<file path="src/hw/rtl/mlk_pkg.sv">
// ----------------------------------------------------------------------------
// mlk_pkg
// Shared types, constants and the letter table of the Morse letter keyer.
// ----------------------------------------------------------------------------
package mlk_pkg;

  localparam int unsigned COUNT_WIDTH_DEF = 16;
  localparam int unsigned QUEUE_DEPTH_DEF = 2;
  localparam int unsigned CFG_WIDTH       = 16;
  localparam int unsigned CFG_IDX_WIDTH   = 2;

  localparam logic [CFG_WIDTH-1:0] DOT_TICKS_RST    = 16'd120;
  localparam logic [CFG_WIDTH-1:0] DASH_TICKS_RST   = 16'd360;
  localparam logic [CFG_WIDTH-1:0] EGAP_TICKS_RST   = 16'd120;
  localparam logic [CFG_WIDTH-1:0] LGAP_TICKS_RST   = 16'd840;

  localparam logic [CFG_IDX_WIDTH-1:0] REG_DOT_TICKS  = 2'd0;
  localparam logic [CFG_IDX_WIDTH-1:0] REG_DASH_TICKS = 2'd1;
  localparam logic [CFG_IDX_WIDTH-1:0] REG_EGAP_TICKS = 2'd2;
  localparam logic [CFG_IDX_WIDTH-1:0] REG_LGAP_TICKS = 2'd3;

  localparam logic [7:0] CHAR_A = 8'd65;
  localparam logic [7:0] CHAR_Z = 8'd90;

  typedef struct packed {
    logic       is_tick;
    logic       code_ok;
    logic [3:0] kinds;
    logic [2:0] total;
  } mlk_item_t;

  localparam int unsigned ITEM_WIDTH = $bits(mlk_item_t);

  // element count in [6:4], dash flags in [3:0]
  function automatic logic [6:0] letter_code(input logic [4:0] idx);
    logic [6:0] c;
    case (idx)
      5'd0:    c = 7'h22;
      5'd1:    c = 7'h41;
      5'd2:    c = 7'h45;
      5'd3:    c = 7'h31;
      5'd4:    c = 7'h10;
      5'd5:    c = 7'h44;
      5'd6:    c = 7'h33;
      5'd7:    c = 7'h40;
      5'd8:    c = 7'h20;
      5'd9:    c = 7'h4E;
      5'd10:   c = 7'h35;
      5'd11:   c = 7'h42;
      5'd12:   c = 7'h23;
      5'd13:   c = 7'h21;
      5'd14:   c = 7'h37;
      5'd15:   c = 7'h46;
      5'd16:   c = 7'h4B;
      5'd17:   c = 7'h32;
      5'd18:   c = 7'h30;
      5'd19:   c = 7'h11;
      5'd20:   c = 7'h34;
      5'd21:   c = 7'h48;
      5'd22:   c = 7'h36;
      5'd23:   c = 7'h49;
      5'd24:   c = 7'h4D;
      5'd25:   c = 7'h43;
      default: c = 7'h00;
    endcase
    return c;
  endfunction

endpackage

</file>
<file path="src/hw/rtl/morse_letter_keyer.sv">
// ----------------------------------------------------------------------------
// morse_letter_keyer
// Morse keyer: takes ticks and letters, drives the key line per letter.
// ----------------------------------------------------------------------------
// Path: each accepted word passes the queue and then the result register;
//   a stalled result side holds later words back in the queue.
// Throughput: one word per cycle while the result side is not stalled, set by
//   the sequencer update in the back end fed from a two-entry queue.
// Reset: asynchronous, active low; sequencer idle, its key line off, timing
//   registers at dot 120, dash 360, element gap 120, letter gap 840 ticks.
// ----------------------------------------------------------------------------
module morse_letter_keyer import mlk_pkg::*; #(
  parameter int unsigned CountWidth = COUNT_WIDTH_DEF,
  parameter int unsigned QueueDepth = QUEUE_DEPTH_DEF
) (
  input  logic                     clk_i,
  input  logic                     rst_ni,
  input  logic                     in_valid_i,
  output logic                     in_ready_o,
  input  logic                     action_i,
  input  logic [7:0]               char_code_i,
  output logic                     out_valid_o,
  input  logic                     out_ready_i,
  output logic                     key_on_o,
  output logic                     busy_res_o,
  output logic                     accepted_o,
  output logic                     rejected_o,
  input  logic                     cfg_we_i,
  input  logic [CFG_IDX_WIDTH-1:0] cfg_idx_i,
  input  logic [CFG_WIDTH-1:0]     cfg_data_i
);

  mlk_item_t push_item, head_item;
  logic      push, pop, q_full, q_empty;

  mlk_front u_front (
    .in_valid_i  (in_valid_i),
    .in_ready_o  (in_ready_o),
    .action_i    (action_i),
    .char_code_i (char_code_i),
    .q_full_i    (q_full),
    .push_o      (push),
    .item_o      (push_item)
  );

  mlk_queue #(
    .Width (ITEM_WIDTH),
    .Depth (QueueDepth)
  ) u_queue (
    .clk_i   (clk_i),
    .rst_ni  (rst_ni),
    .push_i  (push),
    .data_i  (push_item),
    .pop_i   (pop),
    .data_o  (head_item),
    .full_o  (q_full),
    .empty_o (q_empty)
  );

  mlk_back #(
    .CountWidth (CountWidth)
  ) u_back (
    .clk_i       (clk_i),
    .rst_ni      (rst_ni),
    .cfg_we_i    (cfg_we_i),
    .cfg_idx_i   (cfg_idx_i),
    .cfg_data_i  (cfg_data_i),
    .item_i      (head_item),
    .q_empty_i   (q_empty),
    .pop_o       (pop),
    .out_valid_o (out_valid_o),
    .out_ready_i (out_ready_i),
    .key_on_o    (key_on_o),
    .busy_res_o  (busy_res_o),
    .accepted_o  (accepted_o),
    .rejected_o  (rejected_o)
  );

endmodule

</file>
<file path="src/hw/rtl/mlk_front.sv">
// ----------------------------------------------------------------------------
// mlk_front
// Input side: accepts words, classifies tick or letter and looks up the code.
// ----------------------------------------------------------------------------
module mlk_front import mlk_pkg::*; (
  input  logic       in_valid_i,
  output logic       in_ready_o,
  input  logic       action_i,
  input  logic [7:0] char_code_i,
  input  logic       q_full_i,
  output logic       push_o,
  output mlk_item_t  item_o
);

  logic       in_range;
  logic [7:0] offs;
  logic [6:0] code;

  assign in_range   = (char_code_i >= CHAR_A) && (char_code_i <= CHAR_Z);
  assign offs       = char_code_i - CHAR_A;
  assign code       = letter_code(offs[4:0]);

  assign in_ready_o = !q_full_i;
  assign push_o     = in_valid_i && !q_full_i;

  always_comb begin
    item_o.is_tick = !action_i;
    item_o.code_ok = in_range;
    item_o.kinds   = code[3:0];
    item_o.total   = code[6:4];
  end

endmodule

</file>
<file path="src/hw/rtl/mlk_queue.sv">
// ----------------------------------------------------------------------------
// mlk_queue
// Short register queue between front and back end.
// ----------------------------------------------------------------------------
module mlk_queue import mlk_pkg::*; #(
  parameter int unsigned Width = ITEM_WIDTH,
  parameter int unsigned Depth = QUEUE_DEPTH_DEF
) (
  input  logic             clk_i,
  input  logic             rst_ni,
  input  logic             push_i,
  input  logic [Width-1:0] data_i,
  input  logic             pop_i,
  output logic [Width-1:0] data_o,
  output logic             full_o,
  output logic             empty_o
);

  localparam int unsigned PtrW = (Depth > 1) ? $clog2(Depth) : 1;
  localparam int unsigned CntW = $clog2(Depth + 1);

  logic [Width-1:0] mem_q [Depth];
  logic [PtrW-1:0]  wr_ptr_q, wr_ptr_d, rd_ptr_q, rd_ptr_d;
  logic [CntW-1:0]  cnt_q, cnt_d;
  logic             do_push, do_pop;

  assign full_o  = (cnt_q == CntW'(Depth));
  assign empty_o = (cnt_q == '0);
  assign data_o  = mem_q[rd_ptr_q];
  assign do_push = push_i && !full_o;
  assign do_pop  = pop_i && !empty_o;

  always_comb begin
    wr_ptr_d = wr_ptr_q;
    rd_ptr_d = rd_ptr_q;
    cnt_d    = cnt_q;
    if (do_push) begin
      wr_ptr_d = (wr_ptr_q == PtrW'(Depth - 1)) ? '0 : wr_ptr_q + PtrW'(1);
    end
    if (do_pop) begin
      rd_ptr_d = (rd_ptr_q == PtrW'(Depth - 1)) ? '0 : rd_ptr_q + PtrW'(1);
    end
    if (do_push && !do_pop) begin
      cnt_d = cnt_q + CntW'(1);
    end else if (do_pop && !do_push) begin
      cnt_d = cnt_q - CntW'(1);
    end
  end

  always_ff @(posedge clk_i or negedge rst_ni) begin
    if (!rst_ni) begin
      wr_ptr_q <= '0;
      rd_ptr_q <= '0;
      cnt_q    <= '0;
    end else begin
      wr_ptr_q <= wr_ptr_d;
      rd_ptr_q <= rd_ptr_d;
      cnt_q    <= cnt_d;
    end
  end

  always_ff @(posedge clk_i) begin
    if (do_push) begin
      mem_q[wr_ptr_q] <= data_i;
    end
  end

endmodule

</file>
<file path="src/hw/rtl/mlk_back.sv">
// ----------------------------------------------------------------------------
// mlk_back
// Execution side: timing registers, element sequencer and result register.
// ----------------------------------------------------------------------------
module mlk_back import mlk_pkg::*; #(
  parameter int unsigned CountWidth = COUNT_WIDTH_DEF
) (
  input  logic                     clk_i,
  input  logic                     rst_ni,
  input  logic                     cfg_we_i,
  input  logic [CFG_IDX_WIDTH-1:0] cfg_idx_i,
  input  logic [CFG_WIDTH-1:0]     cfg_data_i,
  input  mlk_item_t                item_i,
  input  logic                     q_empty_i,
  output logic                     pop_o,
  output logic                     out_valid_o,
  input  logic                     out_ready_i,
  output logic                     key_on_o,
  output logic                     busy_res_o,
  output logic                     accepted_o,
  output logic                     rejected_o
);

  typedef enum logic [1:0] {
    PH_IDLE = 2'd0,
    PH_MARK = 2'd1,
    PH_EGAP = 2'd2,
    PH_LGAP = 2'd3
  } phase_e;

  logic [CFG_WIDTH-1:0]  dot_q, dash_q, egap_q, lgap_q;
  phase_e                phase_q, phase_d;
  logic [CountWidth-1:0] cnt_q, cnt_d;
  logic [3:0]            kinds_q, kinds_d;
  logic [2:0]            total_q, total_d;
  logic [2:0]            pos_q, pos_d, pos_inc;
  logic                  line_q, line_d;
  logic                  acc_d, rej_d;
  logic                  out_valid_q, key_q, busy_q, acc_q, rej_q;

  function automatic logic [CountWidth-1:0] clamp_cnt(input logic [CFG_WIDTH-1:0] v);
    logic [32:0] lim;
    lim = (33'd1 << CountWidth) - 33'd1;
    if ({{(33 - CFG_WIDTH){1'b0}}, v} > lim) begin
      clamp_cnt = '1;
    end else begin
      clamp_cnt = CountWidth'(v);
    end
  endfunction

  assign pop_o   = !q_empty_i && (!out_valid_q || out_ready_i);
  assign pos_inc = pos_q + 3'd1;

  always_comb begin
    phase_d = phase_q;
    cnt_d   = cnt_q;
    kinds_d = kinds_q;
    total_d = total_q;
    pos_d   = pos_q;
    line_d  = line_q;
    acc_d   = 1'b0;
    rej_d   = 1'b0;
    if (item_i.is_tick) begin
      if (phase_q != PH_IDLE) begin
        if (cnt_q > CountWidth'(1)) begin
          cnt_d = cnt_q - CountWidth'(1);
        end else begin
          cnt_d = '0;
          case (phase_q)
            PH_MARK: begin
              phase_d = PH_EGAP;
              line_d  = 1'b0;
              cnt_d   = clamp_cnt(egap_q);
            end
            PH_EGAP: begin
              pos_d = pos_inc;
              if (pos_inc < total_q) begin
                phase_d = PH_MARK;
                line_d  = 1'b1;
                cnt_d   = clamp_cnt(kinds_q[pos_inc[1:0]] ? dash_q : dot_q);
              end else if (lgap_q != '0) begin
                phase_d = PH_LGAP;
                cnt_d   = clamp_cnt(lgap_q);
              end else begin
                phase_d = PH_IDLE;
              end
            end
            default: phase_d = PH_IDLE;
          endcase
        end
      end
    end else if (phase_q != PH_IDLE || !item_i.code_ok) begin
      rej_d = 1'b1;
    end else begin
      kinds_d = item_i.kinds;
      total_d = item_i.total;
      pos_d   = 3'd0;
      phase_d = PH_MARK;
      line_d  = 1'b1;
      cnt_d   = clamp_cnt(item_i.kinds[0] ? dash_q : dot_q);
      acc_d   = 1'b1;
    end
  end

  always_ff @(posedge clk_i or negedge rst_ni) begin
    if (!rst_ni) begin
      dot_q  <= DOT_TICKS_RST;
      dash_q <= DASH_TICKS_RST;
      egap_q <= EGAP_TICKS_RST;
      lgap_q <= LGAP_TICKS_RST;
    end else if (cfg_we_i) begin
      case (cfg_idx_i)
        REG_DOT_TICKS:  dot_q  <= cfg_data_i;
        REG_DASH_TICKS: dash_q <= cfg_data_i;
        REG_EGAP_TICKS: egap_q <= cfg_data_i;
        REG_LGAP_TICKS: lgap_q <= cfg_data_i;
        default: ;
      endcase
    end
  end

  always_ff @(posedge clk_i or negedge rst_ni) begin
    if (!rst_ni) begin
      phase_q     <= PH_IDLE;
      cnt_q       <= '0;
      kinds_q     <= '0;
      total_q     <= '0;
      pos_q       <= '0;
      line_q      <= 1'b0;
      out_valid_q <= 1'b0;
    end else begin
      if (pop_o) begin
        phase_q <= phase_d;
        cnt_q   <= cnt_d;
        kinds_q <= kinds_d;
        total_q <= total_d;
        pos_q   <= pos_d;
        line_q  <= line_d;
      end
      if (pop_o) begin
        out_valid_q <= 1'b1;
      end else if (out_ready_i) begin
        out_valid_q <= 1'b0;
      end
    end
  end

  always_ff @(posedge clk_i) begin
    if (pop_o) begin
      key_q  <= line_d;
      busy_q <= (phase_d != PH_IDLE);
      acc_q  <= acc_d;
      rej_q  <= rej_d;
    end
  end

  assign out_valid_o = out_valid_q;
  assign key_on_o    = key_q;
  assign busy_res_o  = busy_q;
  assign accepted_o  = acc_q;
  assign rejected_o  = rej_q;

  a_line_tracks_mark : assert property (@(posedge clk_i) disable iff (!rst_ni)
    line_q == (phase_q == PH_MARK))
    else $error("key line out of step with phase");

  a_acc_rej_exclusive : assert property (@(posedge clk_i) disable iff (!rst_ni)
    out_valid_q |-> !(acc_q && rej_q))
    else $error("word both accepted and rejected");

  a_key_implies_busy : assert property (@(posedge clk_i) disable iff (!rst_ni)
    out_valid_q && key_q |-> busy_q)
    else $error("key on while not busy");

  a_accept_from_idle : assert property (@(posedge clk_i) disable iff (!rst_ni)
    pop_o && acc_d |-> phase_q == PH_IDLE)
    else $error("letter taken while busy");

endmodule

</file>
<file path="config.mk">
export PLATFORM = sky130hd
export DESIGN_NAME = morse_letter_keyer
export DESIGN_NICKNAME = d
export VERILOG_FILES = /design/src/hw/rtl/mlk_pkg.sv /design/src/hw/rtl/morse_letter_keyer.sv /design/src/hw/rtl/mlk_front.sv /design/src/hw/rtl/mlk_queue.sv /design/src/hw/rtl/mlk_back.sv
export SDC_FILE = /design/constraint.sdc
export NUM_CORES = 1
export LEC_CHECK = 0
export ABC_AREA = 1
export BUFFER_PORTS_ARGS = -buffer_cell sky130_fd_sc_hd__clkbuf_2
export CAP_MARGIN = 10
export CORE_MARGIN = 2
export CORE_UTILIZATION = 55
export DETAILED_ROUTE_END_ITERATION = 7
export PLACE_DENSITY_LB_ADDON = 0.2
export SETUP_SLACK_MARGIN = 0.05
export SYNTH_ARGS = -nofsm -noshare
export SYNTH_HDL_FRONTEND = slang
export SYNTH_SLANG_ARGS = --single-unit
export TNS_END_PERCENT = 30
</file>
<file path="constraint.sdc">
create_clock -name clk_i -period 4.3 [get_ports clk_i]
set_input_delay 0.86 -clock clk_i [delete_from_list [all_inputs] [get_ports clk_i]]
set_output_delay 0.86 -clock clk_i [all_outputs]
set_load 0.02 [all_outputs]
</file>
* Word level (Yosys, flattened, before mapping) *
Memories as Yosys holds them, arrays and structs flattened.
Index checks and enable logic that the tools add are counted.

cells by class
  add/subtract/negate cells = 7
  $lt $le $gt $ge = 5
  equal/unequal tests = 10
  muxes and demuxes = 39
  bitwise logic cells = 2
  reductions and logical operators = 30

operators by type and width
  kind                   number
  $mux 16                8
  $pmux 16 s2            1
  $gt 16x1->1 const B    1
  $mux 2                 8
  $reduce_bool 16->1     1
  $sub 16x1->16 const B  1
  $mux 3                 5
  $mux 1                 14
  $eq 2x2->1 const B     4
  $ge 8x7->1 const B     1
  $le 8x7->1 const B     1
  $reduce_and 2->1       4
  $reduce_bool 2->1      4
  $logic_and 1x1->1      7
  $logic_not 1->1        7
  $reduce_and 3->1       2
  $reduce_and 5->1       1
  $sub 5x1->5 const B    1
  $eq 2x1->1 const B     2
  $logic_not 2->1        2
  $ne 2x1->1 const B     2
  $ne 2x2->1 const B     2
  $pmux 2 s2             1
  $add 3x1->3 const B    1
  9 further kinds        12

word-level totals
  register bits = 102
  RAM bits = 18
  bits in read-only memories = 224
  bits of input ports = 32
  output and inout port bits = 6
  logic and storage cells = 113
  memories kept = 2

memories
  memory           depth  width  rd ports  clocked after memory_dff  write ports  line             text
  (no name shown)  32     7      1         0                         0            mlk_pkg.sv:37    case (idx)
  u_queue.mem_q    2      9      1         0                         1            mlk_queue.sv:22  logic [Width-1:0] mem_q [Depth];

* Longest topological paths before layout *
  depth in word-level cells = 9
  gate-level depth with buffers = 13
  mapped depth without buffers = 13

* By module *
A second synthesis with hierarchy kept.

unflattened totals
  cell total of the unflattened synthesis = 933
  area total of the unflattened synthesis = 6982.9 um^2

by module, submodules not included
  module     instances  cells an instance  area each (um^2)  seq. area each (um^2)
  mlk_back   1          724                5472.7            2492.4
  mlk_queue  1          78                 880.8             640.6
  mlk_front  1          131                629.4             0.0

* Worst setup path before layout *
Ideal clock, no wire load.

  path kind = input to register
  from = input char_code_i[0]
  to = memory u_queue.mem_q[0][3] (netlist name), data pin
  setup time = 0.270 ns
  arrival = 2.055 ns
  required time = 4.030 ns
  setup slack = 1.974 ns
  cell stages on the path = 9
  path buffers = 0
  cell sequence = inv_1 ha_1 nor2_1 nor2_2 inv_1 nand2_1 nand2_1 a21oi_1 a22oi_1

RTL lines
  what         line                      text
  from (decl)  morse_letter_keyer.sv:21  input logic [7:0] char_code_i,
  to (decl)    mlk_queue.sv:22

* Worst setup path in the final report *
  from = register u_back.pos_q[0]
  to = register u_back.cnt_q[12]

on the way
  cells in the longest elaborated chain, start to end = 9
  elaborated cells between the ends (all ways) = 10
  classes of those cells = add/sub (1); order compare (1); mux (8)

RTL lines
  what                          line             text
  from (decl)                   mlk_back.sv:36   logic [2:0] pos_q, pos_d, pos_inc;
  from (signal assigned)        mlk_back.sv:137  pos_q <= pos_d;
  $add 3x1->3 (*)               mlk_back.sv:52   assign pos_inc = pos_q + 3'd1;
  $bmux 1 s2                    mlk_back.sv:80   cnt_d = clamp_cnt(kinds_q[pos_inc[1:0]] ? dash_q : dot_q);
  $mux 1 (not written as such)  mlk_back.sv:80
  $mux 16                       mlk_back.sv:80
  $mux 16 (*)                   mlk_back.sv:77   if (pos_inc < total_q) begin
  $pmux 16 s2 (*)               mlk_back.sv:69   case (phase_q)
  $mux 16 (*)                   mlk_back.sv:65   if (cnt_q > CountWidth'(1)) begin
  $mux 16 (*)                   mlk_back.sv:64   if (phase_q != PH_IDLE) begin
  $mux 16 (*)                   mlk_back.sv:63   if (item_i.is_tick) begin
  to (signal assigned)          mlk_back.sv:134  cnt_q <= cnt_d;
  to (decl)                     mlk_back.sv:33   logic [CountWidth-1:0] cnt_q, cnt_d;

Mark *: on every way between the ends. The rest lies on a longest branch, timed or not. The select of a mux whose other input is x is not followed.
A chain may end at the register's enable or synchronous reset.

==> out/results.md <==
* category of cells accounting for the largest share of critical-path delay: simple AND/OR/NAND/NOR gates
* Total Negative Setup Slacks: 0 ps
* storage element area: 0.00313 sq mm
* area of the die: 0.0134 sq mm
* start point of the critical path: u_back.pos_q[0]$_DFFE_PN0P_
* initial antenna violation count: 0
* worst slew pin tran: 1150 ps
* CTS tree: yes
* nets@finish: 961
* internal power consumption: 2.97 mW
* vias per std cell: 5.31
* count of cells resized by post-cts repair: 0
* pins over their slew limit: 0
* area grow syn2layout: 11.8%
* CTS HTree Levels: 4
* critical-path cell with the highest stage delay: nor2_2
* hold-critical path depth: 2
* class of the worst hold path: reg -> reg
* number of synthesized register bits: 120
* Setup WS post-layout: 1490 ps
* antenna diode instance count: 0
* arrival time of the worst setup path: 3160 ps
* Fillers: 1036
* part of the Yosys area used for sequential elements: 45.8%
* kind of capture point of the worst setup path: register
* Die Span X: 116 microns
* leakage power total: 3.63 nW
* antenna violation net count after detailed routing: 0
* total wire length after detailed routing: 15900 microns
* Worst IR Drop VDD: 313 uV
* internal reg-to-reg setup slack: 1490 ps
* switching power: 2.10 mW
* final worst path period need: 2810 ps
* setup repair after global routing missed its margin: no
* number of hold-slack violations in the final timing report: 0
* total power: 5.07 mW
* Core Box Area: 0.0121 sq mm
* global placement routability congestion: 0.877
* highest fanout seen on the critical path: 17
* power density over the cells: 663 mW/mm^2
* height of the die: 116 microns
* Critical Path Most Common Cell: nand2_1
* type of the worst setup path: reg -> reg
* CP startpoint kind: register
* post-placement worst setup slack: 1500 ps
* total congestion overflow: 0
* number of buffers inserted for hold repair after clock tree synthesis: 0
* upper clock frequency limit: 356 MHz
* maximum number of pins on one net before global-route repair: 78
* cell count after placement: 1062
* most common library cells after synthesis: nand2_1, o21ai_0, dfrtp_1, inv_1, nor2_1
* average instance area after synthesis: 7.71 sq um
* final setup fails: 0
* Setup Skew: 10.9 ps
* buffers from clock root to sink, at most: 2
* Top-Level Pins: 38
* synthesized net count: 936
* number of global-route vias before repair: 5420
* max-cap viol count: 0
* row count: 40
* residual DRC count: 0
* share of total power in sequential cells: 34.2%
* number of sinks handled by clock tree synthesis: 120
* maximum cell stage delay along the critical path: 650 ps
* clock slew at reported path FFs: 60 ps
* worst path buffer plus inverter count: 0
* area used by multi-input combinational logic: 0.00321 sq mm
* share of flip-flops with an asynchronous set or reset: 81.7%
* total routing usage reported by global routing: 26.2%
* Cell Chain, Critical Path: ha_1 -> xor2_1 -> ha_1 -> a21oi_1 -> nand2_1 -> nor2_2 -> nand2_1 -> nand3_1 -> nand2_1 -> nand3_1 -> nand2_1 -> nand2_1
* post-synth design cell area: 0.00685 sq mm
* Post-synth EDFFs: 22
* Non-Filler Instances: 1094
* beginning of the worst hold path: u_back.dash_q[14]$_DFFE_PN0P_
* Clock power frac: 27.6%
* Initial Util: 56.8%
* clock root buffer: clkbuf_16
* data required time at the worst endpoint: 4650 ps
* post-detail-place hpwl: 10500 microns
* worst-skew pair later-pin latency: 420 ps
* slew margin rel.: 22.9%
* number of buffers added on ports: 37
* fraction of synthesized cell area taken by the top area cell type: 30.0%
* worst r2r src: u_back.pos_q[0]$_DFFE_PN0P_
* final core utilization: 63.5%
* synthesized instance count: 888
* Final Cycle Share: 65.3%
* Inserted Clock Buffers: 17
* run status: completed
* routed wire length per instance: 14.5 microns
* depth of the worst register-to-register path: 12
* switching share of total power: 41.4%
* top area cells in the synthesized netlist: dfrtp_1, nand2_1, edfxtp_1, o21ai_0, dfstp_2
* warning count from the yosys run: 0
* Main synth FF type: dfrtp_1
* fraction of final layout cells with drive strength greater than 1: 14.1%
* endpoint with the worst hold slack: u_back.dash_q[14]$_DFFE_PN0P_
* terminus of the critical flop-to-flop path: u_back.cnt_q[12]$_DFFE_PN0P_
* post-synth cell types: 47
* top cell type by total area after synthesis: dfrtp_1
* number of DRC markers in iteration 0: 602
* detailed-route via count: 5808
* global-route wire length before repair: 27100 microns
* combinational power share: 38.2%
* router iterations before antenna repair: 6
* Setup Fix Bufs, Post-CTS: 0
* most numerous cell in the Yosys netlist: nand2_1
[metrics by stage]
| step | hold WS, ps | area (sq um) |
|---|---|---|
| 5_1_grt | 498 | 7650 |
| 2_1_floorplan | 453 | 6850 |
| 3_3_place_gp | 465 | 7080 |
| 4_1_cts | 488 | 7650 |
| 6_report | 486 | 7650 |
| 3_5_place_dp | 473 | 7080 |
[layout by cell type (no fill, tap or decap), drive strengths merged, types with 2 or more instances in the layout]
cell / instances
ha: 16
dfrtp: 82
nand2: 294
clkinvlp: 5
clkbuf: 55
clkinv: 4
a22oi: 3
o21a: 2
a31oi: 7
a21oi: 39
nand3: 63
nor3: 5
or2: 2
buf: 3
nor2: 82
o21ai: 115
a32oi: 2
edfxtp: 22
bufinv: 2
inv: 87
xor2: 12
dfstp: 16
o31ai: 2
[worst max path at each step]
| stage | slack, ps | cells past startpoint | endpoint |
|---|---|---|---|
| finish | 1490 | 12 | u_back.cnt_q[12]$_DFFE_PN0P_ |
| global route | 1280 | 12 | u_back.cnt_q[11]$_DFFE_PN0P_ |
| CTS | 1540 | 12 | u_back.cnt_q[12]$_DFFE_PN0P_ |
| detailed placement | 1500 | 7 | u_queue.mem_q[1][0]$_DFFE_PP_ |
| global placement | 1480 | 9 | u_queue.mem_q[0][4]$_DFFE_PP_ |
| floorplan | 1970 | 9 | u_queue.mem_q[0][3]$_DFFE_PP_ |
[logic make-up after synthesis]
group           after synthesis  synth area share, %
simple gates                448                 27.1
compound gates              173                 14.9
flops                       120                 45.8
buf+inv                     118                 7.44
fa+ha+maj                    16                 2.92
xor+xnor                     13                 1.88
[registers in the layout, indices dropped and copies added, names as in the netlist]
signal	count
u_back.kinds_q	4
u_back.dot_q	16
u_back.rejected_o	1
u_back.line_q	1
u_queue.cnt_q	2
u_queue.rd_ptr_q	1
u_back.accepted_o	1
u_back.dash_q	16
u_back.cnt_q	16
u_queue.wr_ptr_q	1
u_back.lgap_q	16
u_back.pos_q	3
u_back.total_q	3
u_back.phase_q	2
u_queue.mem_q	18
u_back.busy_res_o	1
u_back.key_on_o	1
u_back.egap_q	16
u_back.out_valid_o	1
[area by class of cell]
type	instances	share of cell area, %
clock buffer	19	5.66
sequential	120	40.9
inverter	85	4.23
clock inverter	13	1.90
tap	168	2.75
multi-input combinational	650	41.9
timing repair buffer	39	2.65
[worst register-to-register path: stages (launching register included)]
cell and delay (ps):
dfrtp_1 430, ha_1 230, xor2_1 200, ha_1 270
a21oi_1 230, nand2_1 130, nor2_2 650, nand2_1 140
nand3_1 130, nand2_1 90, nand3_1 120, nand2_1 60
nand2_1 50
[power by group through the flow]
| stage | clock network, mW | registers, mW | logic, mW |
|---|---|---|---|
| 3_3_place_gp | 0 | 1.74 | 1.89 |
| 5_1_grt | 1.47 | 1.78 | 2.21 |
| 3_5_place_dp | 0 | 1.74 | 1.90 |
| 2_1_floorplan | 0 | 1.69 | 1.53 |
| 6_report | 1.40 | 1.73 | 1.94 |
| 4_1_cts | 1.41 | 1.73 | 1.92 |
[metal layers]
layer,GRT usage [%],part of all wire (%),vias to the layer above
met3,7.43,8.3,17
met2,36.8,42,246
li1,-,-,2929
met5,0,0,-
met4,6.99,0.93,0
met1,39.7,49,2616
Power figures use the tool's default switching activity.
